===== src/rtl/utim_pkg.sv =====
package utim_pkg;

  localparam int unsigned COUNT_WIDTH = 16;
  localparam int unsigned CMD_WIDTH   = 3;
  localparam int unsigned PCT_WIDTH   = 7;
  localparam int unsigned CFG_ADDR_W  = 3;

  // duty math: percent * (reload + 1), then divide by 100 through a reciprocal
  localparam int unsigned PROD_W    = COUNT_WIDTH + 1 + PCT_WIDTH;
  localparam int unsigned DIV_SHIFT = PROD_W + PCT_WIDTH;
  localparam longint unsigned DIV_MUL_L = ((64'd1 << DIV_SHIFT) + 64'd99) / 64'd100;
  localparam int unsigned DIV_MUL_W = DIV_SHIFT - PCT_WIDTH + 2;
  localparam logic [DIV_MUL_W-1:0] DIV_MUL = DIV_MUL_L[DIV_MUL_W-1:0];
  localparam logic [PCT_WIDTH-1:0] PCT_MAX = PCT_WIDTH'(100);

  localparam int unsigned TDATA_IN_W  = 16;
  localparam int unsigned RES_W       = 3 + 2 * COUNT_WIDTH;
  localparam int unsigned TDATA_OUT_W = ((RES_W + 7) / 8) * 8;

  // commands
  localparam logic [CMD_WIDTH-1:0] CMD_TICK      = 3'd0;
  localparam logic [CMD_WIDTH-1:0] CMD_WR_CMP    = 3'd1;
  localparam logic [CMD_WIDTH-1:0] CMD_WR_DUTY   = 3'd2;
  localparam logic [CMD_WIDTH-1:0] CMD_CLR_FLAG  = 3'd3;
  localparam logic [CMD_WIDTH-1:0] CMD_FORCE_UPD = 3'd4;

  // register indexes
  localparam logic [CFG_ADDR_W-1:0] REG_PRESCALER  = 3'd0;
  localparam logic [CFG_ADDR_W-1:0] REG_AUTORELOAD = 3'd1;
  localparam logic [CFG_ADDR_W-1:0] REG_PRELOAD_EN = 3'd2;
  localparam logic [CFG_ADDR_W-1:0] REG_IRQ_EN     = 3'd3;
  localparam logic [CFG_ADDR_W-1:0] REG_INVERT     = 3'd4;
  localparam logic [CFG_ADDR_W-1:0] REG_CH_EN      = 3'd5;
  localparam logic [CFG_ADDR_W-1:0] REG_CNT_EN     = 3'd6;

  typedef struct packed {
    logic [COUNT_WIDTH-1:0] prescaler;
    logic [COUNT_WIDTH-1:0] auto_reload;
    logic                   preload_en;
    logic                   irq_en;
    logic                   invert;
    logic                   ch_en;
    logic                   cnt_en;
  } cfg_t;

  typedef struct packed {
    logic [CMD_WIDTH-1:0]   cmd;
    logic [TDATA_IN_W-1:0]  value;
    logic [COUNT_WIDTH-1:0] duty_cmp;
  } item_t;

  typedef struct packed {
    logic [COUNT_WIDTH-1:0] active_compare;
    logic [COUNT_WIDTH-1:0] count;
    logic                   irq;
    logic                   update_flag;
    logic                   pwm_out;
  } res_t;

endpackage


===== src/rtl/utim_duty.sv =====
module utim_duty (
  input  logic                  clk_i,
  input  logic                  rst_ni,
  input  utim_pkg::cfg_t        cfg_i,
  input  logic                  valid_i,
  output logic                  ready_o,
  input  logic [utim_pkg::CMD_WIDTH-1:0]  cmd_i,
  input  logic [utim_pkg::TDATA_IN_W-1:0] value_i,
  output logic                  valid_o,
  input  logic                  ready_i,
  output utim_pkg::item_t       item_o
);
  import utim_pkg::*;

  localparam int unsigned QPROD_W = PROD_W + DIV_MUL_W;

  // stage 1: clamp percent and multiply by period length
  logic                   v1_q;
  logic [CMD_WIDTH-1:0]   cmd1_q;
  logic [TDATA_IN_W-1:0]  val1_q;
  logic [PROD_W-1:0]      prod1_q, prod1_d;
  logic [PCT_WIDTH-1:0]   pct;
  logic [COUNT_WIDTH:0]   period;

  // stage 2: divide by 100
  logic                   v2_q;
  item_t                  item2_q, item2_d;
  logic [QPROD_W-1:0]     qprod;
  logic [QPROD_W-DIV_SHIFT-1:0] quot;

  logic en1, en2;

  assign en2     = !v2_q || ready_i;
  assign en1     = !v1_q || en2;
  assign ready_o = en1;

  always_comb begin
    pct = (value_i > TDATA_IN_W'(PCT_MAX)) ? PCT_MAX : value_i[PCT_WIDTH-1:0];
    period  = {1'b0, cfg_i.auto_reload} + (COUNT_WIDTH+1)'(1);
    prod1_d = PROD_W'(pct) * PROD_W'(period);
  end

  always_comb begin
    qprod = QPROD_W'(prod1_q) * QPROD_W'(DIV_MUL);
    quot  = qprod[QPROD_W-1:DIV_SHIFT];
    item2_d.cmd   = cmd1_q;
    item2_d.value = val1_q;
    // saturate at the counter maximum
    if (quot > (QPROD_W-DIV_SHIFT)'({COUNT_WIDTH{1'b1}})) begin
      item2_d.duty_cmp = {COUNT_WIDTH{1'b1}};
    end else begin
      item2_d.duty_cmp = quot[COUNT_WIDTH-1:0];
    end
  end

  always_ff @(posedge clk_i or negedge rst_ni) begin
    if (!rst_ni) begin
      v1_q <= 1'b0;
      v2_q <= 1'b0;
    end else begin
      if (en1) v1_q <= valid_i;
      if (en2) v2_q <= v1_q;
    end
  end

  always_ff @(posedge clk_i) begin
    if (en1 && valid_i) begin
      cmd1_q  <= cmd_i;
      val1_q  <= value_i;
      prod1_q <= prod1_d;
    end
    if (en2 && v1_q) begin
      item2_q <= item2_d;
    end
  end

  assign valid_o = v2_q;
  assign item_o  = item2_q;

endmodule


===== src/rtl/utim_core.sv =====
module utim_core (
  input  logic            clk_i,
  input  logic            rst_ni,
  input  utim_pkg::cfg_t  cfg_i,
  input  logic            valid_i,
  output logic            ready_o,
  input  utim_pkg::item_t item_i,
  output logic            valid_o,
  input  logic            ready_i,
  output utim_pkg::res_t  res_o
);
  import utim_pkg::*;

  logic [COUNT_WIDTH-1:0] psc_q, psc_d;
  logic [COUNT_WIDTH-1:0] cnt_q, cnt_d;
  logic [COUNT_WIDTH-1:0] shadow_q, shadow_d;
  logic [COUNT_WIDTH-1:0] live_q, live_d;
  logic                   flag_q, flag_d;
  logic                   ov_q;
  res_t                   res_q, res_d;
  logic                   upd;
  logic                   set_cmp;
  logic [COUNT_WIDTH-1:0] new_cmp;
  logic                   take;
  logic                   level;

  assign ready_o = !ov_q || ready_i;
  assign take    = valid_i && ready_o;

  always_comb begin
    psc_d    = psc_q;
    cnt_d    = cnt_q;
    shadow_d = shadow_q;
    live_d   = live_q;
    flag_d   = flag_q;
    upd      = 1'b0;
    set_cmp  = 1'b0;
    new_cmp  = item_i.value[COUNT_WIDTH-1:0];

    case (item_i.cmd)
      CMD_TICK: begin
        if (cfg_i.cnt_en) begin
          if (psc_q >= cfg_i.prescaler) begin
            psc_d = '0;
            if (cnt_q >= cfg_i.auto_reload) begin
              upd = 1'b1;
            end else begin
              cnt_d = cnt_q + COUNT_WIDTH'(1);
            end
          end else begin
            psc_d = psc_q + COUNT_WIDTH'(1);
          end
        end
      end
      CMD_WR_CMP: begin
        set_cmp = 1'b1;
      end
      CMD_WR_DUTY: begin
        set_cmp = 1'b1;
        new_cmp = item_i.duty_cmp;
      end
      CMD_CLR_FLAG: begin
        flag_d = 1'b0;
      end
      CMD_FORCE_UPD: begin
        psc_d = '0;
        upd   = 1'b1;
      end
      default: begin
      end
    endcase

    if (set_cmp) begin
      shadow_d = new_cmp;
      if (!cfg_i.preload_en) live_d = new_cmp;
    end
    if (upd) begin
      cnt_d  = '0;
      flag_d = 1'b1;
      if (cfg_i.preload_en) live_d = shadow_q;
    end

    level = ((cnt_d < live_d) ^ cfg_i.invert) & cfg_i.ch_en;
    res_d.pwm_out        = level;
    res_d.update_flag    = flag_d;
    res_d.irq            = flag_d & cfg_i.irq_en;
    res_d.count          = cnt_d;
    res_d.active_compare = live_d;
  end

  always_ff @(posedge clk_i or negedge rst_ni) begin
    if (!rst_ni) begin
      psc_q    <= '0;
      cnt_q    <= '0;
      shadow_q <= '0;
      live_q   <= '0;
      flag_q   <= 1'b0;
      ov_q     <= 1'b0;
    end else begin
      if (ready_o) ov_q <= valid_i;
      if (take) begin
        psc_q    <= psc_d;
        cnt_q    <= cnt_d;
        shadow_q <= shadow_d;
        live_q   <= live_d;
        flag_q   <= flag_d;
      end
    end
  end

  always_ff @(posedge clk_i) begin
    if (take) res_q <= res_d;
  end

  assign valid_o = ov_q;
  assign res_o   = res_q;

endmodule


===== src/rtl/up_counting_pwm_timer.sv =====
// Channel  Dir  Handshake         Payload
// s_*      in   s_tvalid/s_tready tuser = cmd, tdata = value
// m_*      out  m_tvalid/m_tready tdata = pwm_out, update_flag, irq, count, active_compare
// cfg_*    in   cfg_valid/cfg_ready  cfg_addr = register index, cfg_data = value
//
// One item per cycle unless m_tready stalls; results pass both duty stages, then res_q.
// Duty multiply and divide-by-100 reciprocal each own a pipeline stage; the
// counter/flag/compare update runs in the last stage in front of the output register.
// Reset clears all counters, compares and the flag; reload resets to all ones.
// A stalled output backs up the stages in order; cfg writes are always taken.
module up_counting_pwm_timer (
  input  logic        clk_i,
  input  logic        rst_ni,
  input  logic        s_tvalid,
  output logic        s_tready,
  input  logic [15:0] s_tdata,  // [15:0] value
  input  logic [2:0]  s_tuser,  // [2:0] cmd
  output logic        m_tvalid,
  input  logic        m_tready,
  output logic [39:0] m_tdata,  // [0] pwm_out, [1] update_flag, [2] irq,
                                // [18:3] count, [34:19] active_compare, rest zero
  input  logic        cfg_valid,
  output logic        cfg_ready,
  input  logic [2:0]  cfg_addr,
  input  logic [15:0] cfg_data
);
  import utim_pkg::*;

  cfg_t  cfg_q;
  item_t item;
  res_t  res;
  logic  mid_valid, mid_ready;

  assign cfg_ready = 1'b1;

  always_ff @(posedge clk_i or negedge rst_ni) begin
    if (!rst_ni) begin
      cfg_q.prescaler   <= '0;
      cfg_q.auto_reload <= '1;
      cfg_q.preload_en  <= 1'b0;
      cfg_q.irq_en      <= 1'b0;
      cfg_q.invert      <= 1'b0;
      cfg_q.ch_en       <= 1'b0;
      cfg_q.cnt_en      <= 1'b0;
    end else if (cfg_valid) begin
      case (cfg_addr)
        REG_PRESCALER:  cfg_q.prescaler   <= cfg_data[COUNT_WIDTH-1:0];
        REG_AUTORELOAD: cfg_q.auto_reload <= cfg_data[COUNT_WIDTH-1:0];
        REG_PRELOAD_EN: cfg_q.preload_en  <= cfg_data[0];
        REG_IRQ_EN:     cfg_q.irq_en      <= cfg_data[0];
        REG_INVERT:     cfg_q.invert      <= cfg_data[0];
        REG_CH_EN:      cfg_q.ch_en       <= cfg_data[0];
        REG_CNT_EN:     cfg_q.cnt_en      <= cfg_data[0];
        default: begin
        end
      endcase
    end
  end

  utim_duty u_duty (
    .clk_i   (clk_i),
    .rst_ni  (rst_ni),
    .cfg_i   (cfg_q),
    .valid_i (s_tvalid),
    .ready_o (s_tready),
    .cmd_i   (s_tuser),
    .value_i (s_tdata),
    .valid_o (mid_valid),
    .ready_i (mid_ready),
    .item_o  (item)
  );

  utim_core u_core (
    .clk_i   (clk_i),
    .rst_ni  (rst_ni),
    .cfg_i   (cfg_q),
    .valid_i (mid_valid),
    .ready_o (mid_ready),
    .item_i  (item),
    .valid_o (m_tvalid),
    .ready_i (m_tready),
    .res_o   (res)
  );

  assign m_tdata = {(TDATA_OUT_W - RES_W)'(0), res};

endmodule

===== config.mk =====
export PLATFORM = sky130hd
export DESIGN_NAME = up_counting_pwm_timer
export DESIGN_NICKNAME = d
export VERILOG_FILES = /design/src/rtl/utim_pkg.sv /design/src/rtl/utim_duty.sv /design/src/rtl/utim_core.sv /design/src/rtl/up_counting_pwm_timer.sv
export SDC_FILE = /design/constraint.sdc
export NUM_CORES = 1
export LEC_CHECK = 0
export ABC_AREA = 1
export BUFFER_PORTS_ARGS = -buffer_cell sky130_fd_sc_hd__buf_2
export CAP_MARGIN = 20
export CORE_MARGIN = 5
export CORE_UTILIZATION = 40
export DETAILED_ROUTE_END_ITERATION = 6
export SLEW_MARGIN = 20
export SYNTH_ARGS = -nofsm -noshare
export SYNTH_HDL_FRONTEND = slang
export SYNTH_HIERARCHICAL = 1
export SYNTH_SLANG_ARGS = --single-unit

===== constraint.sdc =====
create_clock -name clk_i -period 18.1 [get_ports clk_i]
set_clock_uncertainty 0.15 [all_clocks]
set_input_delay 1.81 -clock clk_i [delete_from_list [all_inputs] [get_ports clk_i]]
set_output_delay 1.81 -clock clk_i [all_outputs]
set_load 0.01 [all_outputs]

Word-level counts from Yosys, hierarchy flattened
Cells that the tools add are included.
Operators by class
  reduce and logical (&&, ||, !) cells: 22
  bitwise operators: 3
  add/subtract/negate cells: 3
  eq/ne operators: 11
  multiply operators: 2
  muxes and demuxes: 21
  $lt $le $gt $ge: 5
Operators with widths (number)
  $mux 16: 12
  $mul 24x25->49 const B: 1
  $add 16x1->16 const B: 2
  $ge 16x16->1: 2
  $pmux 16 s2: 1
  $mul 7x17->24: 1
  $gt 18x16->1 const B: 1
  $add 16x1->17 const B: 1
  $gt 16x7->1 const B: 1
  $lt 16x16->1: 1
  $reduce_and 2->1: 8
  $eq 3x2->1 const B: 4
  $eq 3x3->1 const B: 4
  $mux 7: 1
  $eq 3x1->1 const B: 2
  $logic_not 3->1: 2
  $mux 1: 6
  $logic_and 1x1->1: 3
  $logic_not 1->1: 3
  $logic_or 1x1->1: 3
  $reduce_and 3->1: 1
  $and 1x1->1: 2
  $ne 2x2->1 const B: 1
  $pmux 1 s2: 1
  other kinds (3): 3
Word-level totals
  input port bits: 43
  flip-flop bits (word level): 218
  logic and storage cells: 93

Depth between registers and ports, before layout
Gate-level depths: netlist of the first run.
  word-level depth: 9
  mapped depth: 31

Hierarchy
The synthesis of the first run kept the hierarchy.
Modules (own cells, without submodules)
  utim_duty: cells an instance 2055, area each 17600.6 um^2, sequential area each 2392.3 um^2, instances 1
  utim_core: cells an instance 727, area each 6208.5 um^2, sequential area each 2702.6 um^2, instances 1
  up_counting_pwm_timer: cells an instance 182, area each 1630.3 um^2, sequential area each 945.9 um^2, instances 1

Least setup slack after synthesis of the first run
OpenSTA, ideal clock, no wires.
  path kind: input to register
  start point: input port s_tdata[1]
  end point: register u_duty.prod1_q[20] (data pin)
  stages: 25
  library setup time: 252 ps
  buffers on the path: 1
  arrival time: 6264 ps
  slack: 11434 ps
  cells stage by stage: inv_1 -> a21oi_1 -> o311ai_0 -> nand2_1 -> inv_1 -> nand2_1 -> inv_1 -> buf_2 -> nand2_1 -> fa_1 -> inv_1 -> fa_1 -> fa_1 -> fa_1 -> ha_1 -> a21oi_1 -> nor2_1 -> nor2_1 -> nand2_1 -> a21oi_1 -> o21ai_0 -> nand2_1 -> nand2_1 -> nand2_1 -> nand2_1
Between the ends
  cells in the longest elaborated chain, start to end: 3
Ends and longest elaborated chain
  start, declared: RTL line up_counting_pwm_timer.sv:16  | input logic [15:0] s_tdata,
  $gt 16x7->1: RTL line utim_duty.sv:38  | pct = (value_i > TDATA_IN_W'(PCT_MAX)) ? PCT_MAX : value_i[PCT_WIDTH-1:0];
  $mux 7 *: RTL line utim_duty.sv:38
  $mul 7x17->24 *: RTL line utim_duty.sv:40  | prod1_d = PROD_W'(pct) * PROD_W'(period);
  named net u_duty.prod1_d[20]: RTL line utim_duty.sv:21  | logic [PROD_W-1:0] prod1_q, prod1_d;
  end signal, assigned: RTL line utim_duty.sv:70  | prod1_q <= prod1_d;
  end, declared: RTL line utim_duty.sv:21
Mark *: on every way through the listed nets, which the timed path passes. The rest lies on a longest branch.
A chain may end at the register's enable or synchronous reset.

Worst setup path in the final report of the first run
  start point: register u_duty.prod1_q[7]
  end point: register u_duty.item2_q (netlist bit u_duty/item_o[11]) (data pin)
Between the ends
  cells in the longest elaborated chain, start to end: 2
Ends and longest elaborated chain
  $mul 24x25->49 *: RTL line utim_duty.sv:44  | qprod = QPROD_W'(prod1_q) * QPROD_W'(DIV_MUL);
  $gt 18x16->1: RTL line utim_duty.sv:49  | if (quot > (QPROD_W-DIV_SHIFT)'({COUNT_WIDTH{1'b1}})) begin
  end signal, assigned: RTL line utim_duty.sv:73  | item2_q <= item2_d;
  end, declared: RTL line utim_duty.sv:27  | item_t item2_q, item2_d;
Every way passes the cells marked *; elsewhere a longest branch is shown, timed or not.

==> results of run 1 <==
[final cells by class]
| cell class | instances | area (um2) |
|---|---|---|
| clock buffers | 34 | 746 |
| clock inverters | 10 | 81.3 |
| fillers | 6402 | 35500 |
| inverters | 696 | 2620 |
| multi-input cells | 2014 | 16600 |
| flip-flops and latches | 218 | 6040 |
| well taps | 846 | 1060 |
| repair buffers | 86 | 450 |
[sequential cells by signal, indices dropped and copies added (netlist names)]
signal / count
u_core/shadow_q: 16
u_duty/v1_q: 1
u_core/res_o: 35
u_core/cnt_q: 16
u_duty/valid_o: 1
u_duty/prod1_q: 24
u_core/psc_q: 16
u_duty/val1_q: 16
u_core/flag_q: 1
u_duty/cmd1_q: 3
u_duty/item_o: 35
cfg_q: 37
u_core/live_q: 16
u_core/valid_o: 1
[cell usage in the layout, fill, tap and decap left out, drive strengths merged, types with 32 or more instances in the layout]
| cell type | Yosys | layout |
|---|---|---|
| ha | 343 | 343 |
| dfrtp | 89 | 89 |
| nor2 | 199 | 199 |
| inv | 695 | 695 |
| nand2 | 678 | 678 |
| fa | 275 | 275 |
| nor3 | 32 | 32 |
| a21oi | 95 | 95 |
| buf | 27 | 86 |
| clkbuf | 13 | 34 |
| edfxtp | 113 | 113 |
| o21ai | 89 | 89 |
| nand3 | 117 | 117 |
[per-stage QoR]
step,utilization,setup WS [ps],cells,hold WS [ps],instance area (um2)
2_1_floorplan,-,11430,2968,250,25500
3_3_place_gp,0.424,10520,3860,252,26700
3_5_place_dp,0.424,10410,3860,256,26700
4_1_cts,0.437,10780,3904,278,27600
5_1_grt,0.437,10390,3904,292,27600
6_report,0.437,10790,3904,279,27600
[layer usage]
layer | part of all wire | track usage | vias to the layer above | wire [um]
met5 | 0 | 0 | - | 0
met4 | 0.020 | 0.0334 | 0 | 1280
met3 | 0.056 | 0.0262 | 59 | 3670
met2 | 0.46 | 0.309 | 451 | 30000
met1 | 0.47 | 0.281 | 9047 | 30500
li1 | - | - | 9374 | -
[critical path, delay by kind of cell, from the launching register on]
family,cells,cell delay [ps]
adder cells (fa/ha/maj),8,4110
AND/OR/NAND/NOR,10,1110
flip-flops,1,740
buffers and inverters,7,630
AO/OA/AOI/OAI,1,300
[how the worst max path moves through the flow]
stage                           start            endpoint  slack, ps  cells past startpoint
detailed placement         s_tdata[8]  u_duty/prod1_q[20]      10410                     24
floorplan                  s_tdata[1]  u_duty/prod1_q[20]      11430                     25
CTS                 u_duty/prod1_q[7]   u_duty/item_o[11]      10780                     26
global placement           s_tdata[8]  u_duty/prod1_q[20]      10520                     24
finish              u_duty/prod1_q[7]   u_duty/item_o[11]      10790                     26
global route        u_duty/prod1_q[7]   u_duty/item_o[11]      10390                     26
[cell families after synthesis]
kind of cell,synth area share
adders and majority gates,0.385
muxes,0.0137
buffers and inverters,0.112
xor gates and xnor gates,0.0124
DFF,0.237
and+or+nand+nor,0.186
AOI/OAI and AO/OA,0.0530
other,0.000295
==> flow_metrics.env, run 1 <==
export IMPL_outcome="completed"
export IMPL_netlist_area_um2=25400
export IMPL_end_kind="register"
export IMPL_grt_usage=0.192
export IMPL_synth_edf_count=113
export IMPL_worstSkewPairLatency_ps=530
export IMPL_hold_violations=0
export IMPL_reg2reg_depth=26
export IMPL_vias=18900
export IMPL_grt_pass1_wl_mm=104
export IMPL_seq_area_frac_synth=0.237
export IMPL_synth_cells=2964
export IMPL_tightest_slew_ps=950
export IMPL_clkSinkCount=218
export IMPL_fin_crit_sh=0.404
export IMPL_detail_route_antenna_nets=0
export IMPL_place_gp_congestion=0.903
export IMPL_hp_start="u_duty/cmd1_q[1]"
export IMPL_start_util=0.403
export IMPL_path_class="register to register"
export IMPL_min_to="u_duty/item_o[33]"
export IMPL_cpPeakStageDelay_ps=740
export IMPL_htree_levels=1
export IMPL_yosysWarningCount=6
export IMPL_tns_ps=0
export IMPL_portBuffers=79
export IMPL_drt_wl_total_mm=65.5
export IMPL_core_um2=63100
export IMPL_post_drt_wl_per_cell_um=16.8
export IMPL_synth_ff_type="edfxtp_1"
export IMPL_synth_top_area_cell="fa_1"
export IMPL_dieArea_um2=68700
export IMPL_drive_gt1_frac=0.0903
export IMPL_r2r_start="u_duty/prod1_q[7]"
export IMPL_grt_max_degree=68
export IMPL_hold_depth=0
export IMPL_die_w_um=262
export IMPL_yosysMostFrequentCell="inv_1"
export IMPL_rows=92
export IMPL_hpwlAfterDp_mm=54.7
export IMPL_via_per_inst=4.85
export IMPL_postSynthAreaPerCell_um2=8.58
export IMPL_cts_setup_buffers=0
export IMPL_post_route_min_period_ps=7310
export IMPL_hold_path_class="register to register"
export IMPL_ys_seq_elements=218
export IMPL_clk_root_buffer_cell="clkbuf_16"
export IMPL_cts_resized=0
export IMPL_cp_data_arrival_time_ps=7400
export IMPL_area_growth_pct=8.37
export IMPL_yosys_top_cells_count="inv_1, nand2_1, ha_1, fa_1, nor2_1"
export IMPL_n_antenna_cell=0
export IMPL_crit_top_cell="nand2_1"
export IMPL_cts_tree="done"
export IMPL_worstPathMaxFanout=16
export IMPL_drt_iter0_drc=1126
export IMPL_die_y_um=262
export IMPL_r2r_slack_ps=10790
export IMPL_synth_top_cell_area_share=0.216
export IMPL_cp_start_kind="register"
export IMPL_clk_path_buf_depth=3
export IMPL_gr_total_overflow=0
export IMPL_slew_viol_final=0
export IMPL_async_reset_ff_frac=0.482
export IMPL_numCtsBuffers=24
export IMPL_cts_reportedPaths_clkPinSlew_ps=60
export IMPL_ys_types=65
export IMPL_first_pass_iters=6
export IMPL_ios=86
export IMPL_antenna_found_initial=0
export IMPL_cts_hold_fix_buffers=0
export IMPL_crit_slowest_cell="edfxtp_1"
export IMPL_drv_cap=0
export IMPL_worstPathRequired_ps=18190
export IMPL_rr_endpoint="u_duty/item_o[11]"
export IMPL_grt_pass1_vias=18800
export IMPL_finalSetupViolations=0
export IMPL_drcViolationCount=0
export IMPL_synth_area_top_cells="fa_1, ha_1, edfxtp_1"
export IMPL_timing_fmax_mhz=137
export IMPL_rsz0062_at_grt="false"
export IMPL_slew_headroom=0.366
export IMPL_nNetsFinal=3701
Power of run 1 is not shown: default switching activity piles up to over one toggle a cycle in this logic, so the estimate is an artifact.
==> run 2, diff against run 1 <==
==> constraint.sdc (replaced) <==
create_clock -name clk_i -period 6.32 [get_ports clk_i]
set_clock_uncertainty 0.15 [all_clocks]
set_input_delay 0.632 -clock clk_i [delete_from_list [all_inputs] [get_ports clk_i]]
set_output_delay 0.632 -clock clk_i [all_outputs]
set_load 0.01 [all_outputs]
==> flow_metrics.env, run 2 (synthesized netlist as in run 1, its figures left out) <==
export IMPL_grt_busiest_layer="met2"
export IMPL_ios=86
export IMPL_worstPathMaxFanout=8
export IMPL_start_util=0.403
export IMPL_htree_levels=1
export IMPL_tightest_slew_ps=1060
export IMPL_worstPathRequired_ps=6470
export IMPL_met3_usage=0.0296
export IMPL_drive_gt1_frac=0.161
export IMPL_nNetsFinal=3856
export IMPL_die_y_um=262
export IMPL_clk_root_buffer_cell="clkbuf_16"
export IMPL_cp_data_arrival_time_ps=6250
export IMPL_core_um2=63100
export IMPL_final_common_cell="inv_1"
export IMPL_whs_ps=126
export IMPL_worstSkewPairLatency_ps=540
export IMPL_use_met2=0.323
export IMPL_drt_wl_total_mm=68.1
export IMPL_vias=19700
export IMPL_cts_reportedPaths_clkPinSlew_ps=60
export IMPL_regMostFlops="cfg_q"
export IMPL_hpwlAfterDp_mm=57.7
export IMPL_portBuffers=79
export IMPL_cp_start_kind="register"
export IMPL_grt_pass1_vias=19600
export IMPL_dieArea_um2=68700
export IMPL_largest_reg_flops=37
export IMPL_grt_max_degree=69
export IMPL_via_per_inst=4.86
export IMPL_fin_crit_sh=0.966
export IMPL_area_growth_pct=15.1
export IMPL_finalSetupViolations=0
export IMPL_slew_headroom=0.290
export IMPL_rows=92
export IMPL_gr_total_overflow=0
export IMPL_outcome="completed"
export IMPL_rsz0062_at_grt="true"
export IMPL_utilization=0.464
export IMPL_layout_common_cells="inv_1, nand2_1, ha_1"
export IMPL_slew_viol_final=0
export IMPL_hold_violations=0
export IMPL_place_gp_congestion=0.933
export IMPL_r2r_slack_ps=220
export IMPL_grt_usage=0.198
export IMPL_path_class="register to register"
export IMPL_post_route_min_period_ps=6100
export IMPL_cts_tree="done"
export IMPL_hold_path_class="input port to register"
export IMPL_clk_path_buf_depth=3
export IMPL_drv_cap=0
export IMPL_clkSinkCount=218
export IMPL_drt_iter0_drc=1165
export IMPL_first_pass_iters=5
export IMPL_drcViolationCount=0
export IMPL_antenna_found_initial=1
export IMPL_numCtsBuffers=26
export IMPL_detail_route_antenna_nets=0
export IMPL_timing_fmax_mhz=164
export IMPL_end_kind="register"
export IMPL_grt_met1_usage=0.287
export IMPL_post_drt_wl_per_cell_um=16.8
export IMPL_die_w_um=262
export IMPL_grt_pass1_wl_mm=107
run 2: changes by cell type in the layout (fill, tap and decap cells not counted), moves of 7 or more:
cell	change
nor2_2	+7
buf_4	+143
ha_4	+16
nand2_1	-18
a21oi_2	+13
inv_2	+7
ha_2	+8
fa_1	-11
a21oi_1	-14
nor2_1	-10
nand2_2	+16
fa_2	+11
ha_1	-24
run 2: path summary, 6_finish.rpt:
check | start | cells after the start | endpoint
worst max-delay path | u_duty/prod1_q[13] | 20 | u_duty/item_o[15]
worst min-delay path | s_tuser[1] | 1 | u_duty/cmd1_q[1]
worst max register to register | u_duty/prod1_q[13] | 20 | u_duty/item_o[15]
worst min register to register | u_duty/val1_q[9] | 0 | u_duty/item_o[25]
max in group asynchronous | rst_ni | 3 | u_core/psc_q[13]
min in group asynchronous | rst_ni | 2 | u_core/shadow_q[11]
run 2: per-layer routing:
layer	vias to the layer above	part of all wire
li1	9679	-
met2	461	0.46
met1	9533	0.46
met5	-	0
met3	70	0.055
met4	0	0.019
run 2: worst max-delay path: stages (launching register included):
cell and delay [ps]:
edfxtp_1 470, fa_2 550, fa_1 520, inv_1 60, fa_2 550, fa_2 470
fa_1 470, fa_1 500, fa_1 490, ha_1 350, nand2_2 160, o21ai_0 200
a21oi_2 180, nand2_1 70, nand2_1 80, nand3_1 60, nand2_1 80, nand2_2 70
nor2_4 170, clkbuf_16 180, nand2_1 50
run 2: final cells by class:
class                   count  area [um2]
diodes                      1        2.50
fillers                  6293       33800
multi-input cells        2014       17000
flip-flops and latches    218        6040
clock buffers              35         758
well taps                 846        1060
inverters                 696        2620
repair buffers            239        1670
clock inverters            13         123
run 2: what timing repair did:
item / 4_1_cts / 5_1_grt
hold buffers: 1 / 0
pin swaps: 0 / 58
setup endpoints to repair: 16 / 19
buffers inserted: 0 / 15
gates cloned: 0 / 1
gates resized for setup: 2 / 104
endpoints found under the hold margin: 29 / 0
run 2: metrics by stage:
stage	worst slack, ps	instance area (um2)	std cells	setup TNS [ps]
after global routing	-37.7	29300	4061	-310
after CTS	55.0	28700	4045	0
after detailed placement	-33.6	27800	3996	-417
after global placement	-1.17	27800	3996	-1.17
after floorplan	80.8	25500	2968	0
final	215	29300	4062	0
Power of run 2 is left out for the same reason.
